===== src/hdl/vgs_pkg.sv =====
`timescale 1ns / 1ps
`default_nettype none

package vgs_pkg;

  localparam int VGS_MAX_X = 32;
  localparam int VGS_MAX_Y = 32;
  localparam int VGS_MAX_Z = 32;

  localparam int VGS_VALUE_W = 16;
  localparam int VGS_COORD_W = 11;
  localparam int VGS_SIZE_W  = 6;
  localparam int VGS_PADDR_W = 4;

  typedef enum logic [1:0] {
    ACT_WRITE = 2'd0,
    ACT_READ  = 2'd1,
    ACT_FILL  = 2'd2,
    ACT_CLEAR = 2'd3
  } action_t;

  typedef enum logic [1:0] {
    REG_SIZE_X = 2'd0,
    REG_SIZE_Y = 2'd1,
    REG_SIZE_Z = 2'd2
  } reg_index_t;

  typedef enum logic [2:0] {
    ST_SWEEP,
    ST_IDLE,
    ST_PREP,
    ST_START,
    ST_WALK,
    ST_FINISH
  } state_t;

  typedef struct packed {
    logic load;
    logic sweep;
    logic prep;
    logic start;
    logic walk;
    logic finish;
  } cmd_t;

  typedef struct packed {
    logic sweep_last;
    logic walk_last;
    logic out_free;
  } status_t;

endpackage

`default_nettype wire


===== src/hdl/vgs_ctrl.sv =====
`timescale 1ns / 1ps
`default_nettype none

module vgs_ctrl
  import vgs_pkg::*;
(
  input  wire logic    clk,
  input  wire logic    rst,
  input  wire logic    in_valid,
  output logic         in_stall,
  input  wire status_t status,
  output cmd_t         cmd
);

  state_t state, state_next;

  always_ff @(posedge clk) begin
    if (rst) begin
      state <= ST_SWEEP;
    end else begin
      state <= state_next;
    end
  end

  always_comb begin
    state_next = state;
    unique case (state)
      ST_SWEEP:  if (status.sweep_last) state_next = ST_IDLE;
      ST_IDLE:   if (in_valid) state_next = ST_PREP;
      ST_PREP:   state_next = ST_START;
      ST_START:  state_next = ST_WALK;
      ST_WALK:   if (status.walk_last) state_next = ST_FINISH;
      ST_FINISH: if (status.out_free) state_next = ST_IDLE;
      default:   state_next = ST_SWEEP;
    endcase
  end

  always_comb begin
    cmd      = '0;
    in_stall = 1'b1;
    unique case (state)
      ST_SWEEP: cmd.sweep = 1'b1;
      ST_IDLE: begin
        in_stall = 1'b0;
        cmd.load = in_valid;
      end
      ST_PREP:   cmd.prep   = 1'b1;
      ST_START:  cmd.start  = 1'b1;
      ST_WALK:   cmd.walk   = 1'b1;
      ST_FINISH: cmd.finish = status.out_free;
      default:   cmd = '0;
    endcase
  end

endmodule

`default_nettype wire


===== config.mk =====
export PLATFORM = sky130hd
export DESIGN_NAME = vgs_ctrl
export DESIGN_NICKNAME = d
export VERILOG_FILES = /design/src/hdl/vgs_pkg.sv /design/src/hdl/vgs_ctrl.sv
export SDC_FILE = /design/constraint.sdc
export NUM_CORES = 1
export LEC_CHECK = 0
export ABC_CLOCK_PERIOD_IN_PS = 2250
export BUFFER_PORTS_ARGS = -buffer_cell sky130_fd_sc_hd__buf_2
export CAP_MARGIN = 20
export CORE_AREA = 3 3 40 42
export DETAILED_ROUTE_END_ITERATION = 6
export DIE_AREA = 0 0 43 45
export GPL_TIMING_DRIVEN = 0
export PLACE_DENSITY = 0.5
export SLEW_MARGIN = 20
export SYNTH_ARGS = -nofsm -noshare
export SYNTH_HDL_FRONTEND = slang
export SYNTH_SLANG_ARGS = --single-unit

===== constraint.sdc =====
create_clock -name clk -period 2.25 [get_ports clk]
set_clock_uncertainty 0.2 [all_clocks]
set_input_delay 0.45 -clock clk [delete_from_list [all_inputs] [get_ports clk]]
set_output_delay 0.45 -clock clk [all_outputs]
set_load 0.01 [all_outputs]

==> impl_table.tex <==
\begin{tabular}{lr}
\hline
Metric & Value \\
\hline
\multicolumn{2}{l}{\textbf{Outcome}} \\
Outcome & completed \\
\multicolumn{2}{l}{\textbf{Clock tree}} \\
Clock root cell & sky130\_fd\_sc\_hd\_\_clkbuf\_4 \\
Number of buffers on the longest clock path & 2 \\
Number of buffers added to fix hold violations after cts & 0 \\
Clk Latency, worst-skew pair & 0.23 ns \\
Number of gates resized after CTS & 0 \\
Post-CTS repair timing setup buffer count & 0 \\
Clock Sinks & 3 \\
CTS tree & done \\
CTS H-tree depth & 1 \\
Clock Pin Slew Worst Setup and Hold Paths & 0.03 ns \\
TritonCTS Buffers & 3 \\
\multicolumn{2}{l}{\textbf{Placement}} \\
Port Buffers & 12 \\
Routability-driven placement congestion ratio & 0.717 \\
HPWL after detailed placement & 412 um \\
Worst-case setup slack after placement & 0.628 ns \\
Cell count after placement & 51 \\
\multicolumn{2}{l}{\textbf{Floorplan}} \\
Placement Rows & 13 \\
Die boundary height & 45 um \\
Die X & 43 um \\
Number of top-level pins & 13 \\
Std-Cell Core Area & 0.00128 mm2 \\
Area enclosed by the die boundary & 0.00194 mm2 \\
Starting Density & 18.8\% \\
\multicolumn{2}{l}{\textbf{Setup path}} \\
CP Data Required Time & 1.60 ns \\
Kind of capture point of the worst setup path & primary output \\
Timing endpoint of the critical path & cmd[0] \\
Reg2reg path depth & 4 \\
Worst flop-to-flop path startpoint & state[2] \\
Crit Path Max Fanout & 10 \\
Arrival time reported for the critical path endpoint & 1.17 ns \\
Capture point of the worst reg-to-reg path & state[0] \\
Setup crit start & state[1] \\
Launching element type of the critical path & register \\
CP Class & reg2out \\
Worst reg2reg setup slack & 0.97 ns \\
\multicolumn{2}{l}{\textbf{Power and ir drop}} \\
Internal power & 0.000157 W \\
Net Sw Power & 0.0000587 W \\
Leakage power & 0.163 nW \\
Fraction of power consumed by sequential logic & 28.0\% \\
Power density normalized to cell area & 621 mW/mm2 \\
Maximum resistive drop on vdd & 409 uV \\
Clock network fraction of design power & 42.6\% \\
Fraction of power spent switching nets & 27.3\% \\
Combinational share of power & 29.4\% \\
\multicolumn{2}{l}{\textbf{GRT}} \\
Number of global-route vias before repair & 210 \\
First-pass GRT wire length & 924 um \\
Largest net degree at the start of global routing & 11 \\
Antenna violations before repair & 0 \\
Total congestion overflow after global routing & 0 \\
Global routing usage summed across all routing layers & 6.41\% \\
\multicolumn{2}{l}{\textbf{Synthesis}} \\
Synth area leaders & sky130\_fd\_sc\_hd\_\_dfxtp\_1, sky130\_fd\_sc\_hd\_\_a2111oi\_2, sky130\_fd\_sc\_hd\_\_nor2b\_4 \\
Combinational family with the most area after synthesis & simple AND/OR/NAND/NOR gates \\
Area of the mapped netlist & 241 um2 \\
Complex-gate fraction of the synthesized area & 21.2\% \\
Synthesized area per cell & 10.1 um2 \\
Cell variety after synth & 16 \\
Post-synthesis simple-gate area fraction & 38.3\% \\
Post-Synth Adder-Cell Area & 0\% \\
Yosys top cell area share & 24.9\% \\
Part of the Yosys area used for sequential elements & 24.9\% \\
Fraction of synthesized area in multiplexers & 4.15\% \\
Post-Synthesis Cells & 24 \\
Number of warning messages in the yosys log & 0 \\
Post-synthesis xor/xnor area fraction & 0\% \\
Net Count, Synth & 30 \\
Post-synthesis sequential element count & 3 \\
Area leader, netlist & sky130\_fd\_sc\_hd\_\_dfxtp\_1 \\
\multicolumn{2}{l}{\textbf{Final layout}} \\
Antenna diode count & 0 \\
Register name with the most flops & state \\
Storage element area & 60.1 um2 \\
Growth of design area from synthesis to finish & 43.5\% \\
Ratio of cells with drive above 1 in the final layout & 60.0\% \\
Top Registers & state (3) \\
Fill cells & 151 \\
Flip-flop count of the largest register, all copies and words added & 3 \\
Layout Nets & 47 \\
Non-filler cells, final & 55 \\
Area of the multi-input gates & 154 um2 \\
\multicolumn{2}{l}{\textbf{Min path}} \\
Worst hold path type & in2reg \\
\multicolumn{2}{l}{\textbf{STA}} \\
Setup ws final & 0.429 ns \\
Relative max-transition margin & 79.6\% \\
Share of the clock period used by the worst path & 80.9\% \\
Setup total negative slack & 0 ns \\
Peak clock frequency supported by timing & 549 MHz \\
Fin crit period & 1.82 ns \\
Transition time at the pin with the least slew margin & 0.306 ns \\
Setup repair after global routing missed its margin & no \\
Pins Over Slew Limit & 0 \\
Final Setup Violations & 0 \\
Final number of hold-violating endpoints & 0 \\
Worst hold slack across all endpoints & 0.219 ns \\
\multicolumn{2}{l}{\textbf{Routing}} \\
Detailed-route via count & 233 \\
Initial drt markers & 4 \\
Number of remaining DRC errors & 0 \\
Post-DR vias/cell & 4.24 \\
First drt pass iteration count & 2 \\
Average wire per standard cell & 9.40 um \\
Antenna Nets Post-Route & 0 \\
Wirelength, routed & 517 um \\
\multicolumn{2}{l}{\textbf{Job}} \\
MaxCap Viol Count & 0 \\
\hline
\end{tabular}
## placed cells by master, fill, tap and decap left out, types with 2 or more instances in the layout
cell                        Yosys  final
sky130_fd_sc_hd__buf_6          2      2
sky130_fd_sc_hd__nor3_1         2      2
sky130_fd_sc_hd__clkbuf_4       0      3
sky130_fd_sc_hd__buf_2          1     13
sky130_fd_sc_hd__nor3b_1        2      2
sky130_fd_sc_hd__nor2b_4        2      2
sky130_fd_sc_hd__a2111oi_2      2      2
sky130_fd_sc_hd__dfxtp_1        3      3
sky130_fd_sc_hd__and2_1         2      2
## through the flow
stage / area (um2) / util [%] / total power, W
after floorplan: 241 / - / 0.000106
after global placement: 320 / 24.9 / 0.000126
after detailed placement: 320 / 24.9 / 0.000125
after CTS: 347 / 27.0 / 0.000224
after global routing: 347 / 27.0 / 0.000237
final: 347 / 27.0 / 0.000215
## worst min-delay path by stage
| stage | startpoint | end | slack [ns] | cells past startpoint |
|---|---|---|---|---|
| global placement | state[2] | state[1] | 0.37 | 2 |
| global route | rst | state[0] | 0.22 | 2 |
| detailed placement | state[2] | state[1] | 0.37 | 2 |
| floorplan | rst | state[0] | 0.32 | 1 |
| finish | rst | state[0] | 0.22 | 2 |
| CTS | rst | state[0] | 0.21 | 2 |
## cells by family after synthesis
family          after synthesis
mux                           1
flops                         3
buf+inv                       3
simple gates                 12
compound gates                5
## critical path, stage by stage, from the launching register on
cell	delay [ns]
sky130_fd_sc_hd__dfxtp_1	0.37
sky130_fd_sc_hd__buf_2	0.21
sky130_fd_sc_hd__and4b_2	0.23
sky130_fd_sc_hd__buf_2	0.13
## synthesized netlist by cell type
cell / n
sky130_fd_sc_hd__nand2b_1: 1
sky130_fd_sc_hd__a2111oi_2: 2
sky130_fd_sc_hd__buf_6: 2
sky130_fd_sc_hd__nor2b_4: 2
sky130_fd_sc_hd__and4b_2: 1
sky130_fd_sc_hd__buf_2: 1
sky130_fd_sc_hd__a22oi_1: 1
sky130_fd_sc_hd__o21a_2: 1
sky130_fd_sc_hd__nor3_1: 2
sky130_fd_sc_hd__and2_1: 2
sky130_fd_sc_hd__nor3b_1: 2
sky130_fd_sc_hd__dfxtp_1: 3
sky130_fd_sc_hd__nor2b_1: 1
sky130_fd_sc_hd__nor2_1: 1
sky130_fd_sc_hd__mux2i_1: 1
sky130_fd_sc_hd__a21oi_1: 1
## final cells by class
| cell class | instances | area share [%] |
|---|---|---|
| plain buffers | 3 | 7.94 |
| multi-input cells | 18 | 44.4 |
| clock buffers | 4 | 7.58 |
| repair buffers | 12 | 17.3 |
| flip-flops and latches | 3 | 17.3 |
| well taps | 15 | 5.42 |
## power by group through the flow
stage	clock network, W	registers (W)	logic (W)
floorplan	0	0.0000606	0.0000450
global placement	0	0.0000610	0.0000646
detailed placement	0	0.0000611	0.0000642
CTS	0.0000989	0.0000602	0.0000645
global route	0.000105	0.0000604	0.0000717
finish	0.0000918	0.0000603	0.0000633
## per-layer routing
layer	part of all wire (%)	global-route usage (%)	wire length (um)
met1	42	7.21	217
met2	49	9.88	254
met3	8.7	4.38	45
met4	0	1.81	0
met5	0	0	0
(Power assumes the default switching activity.)
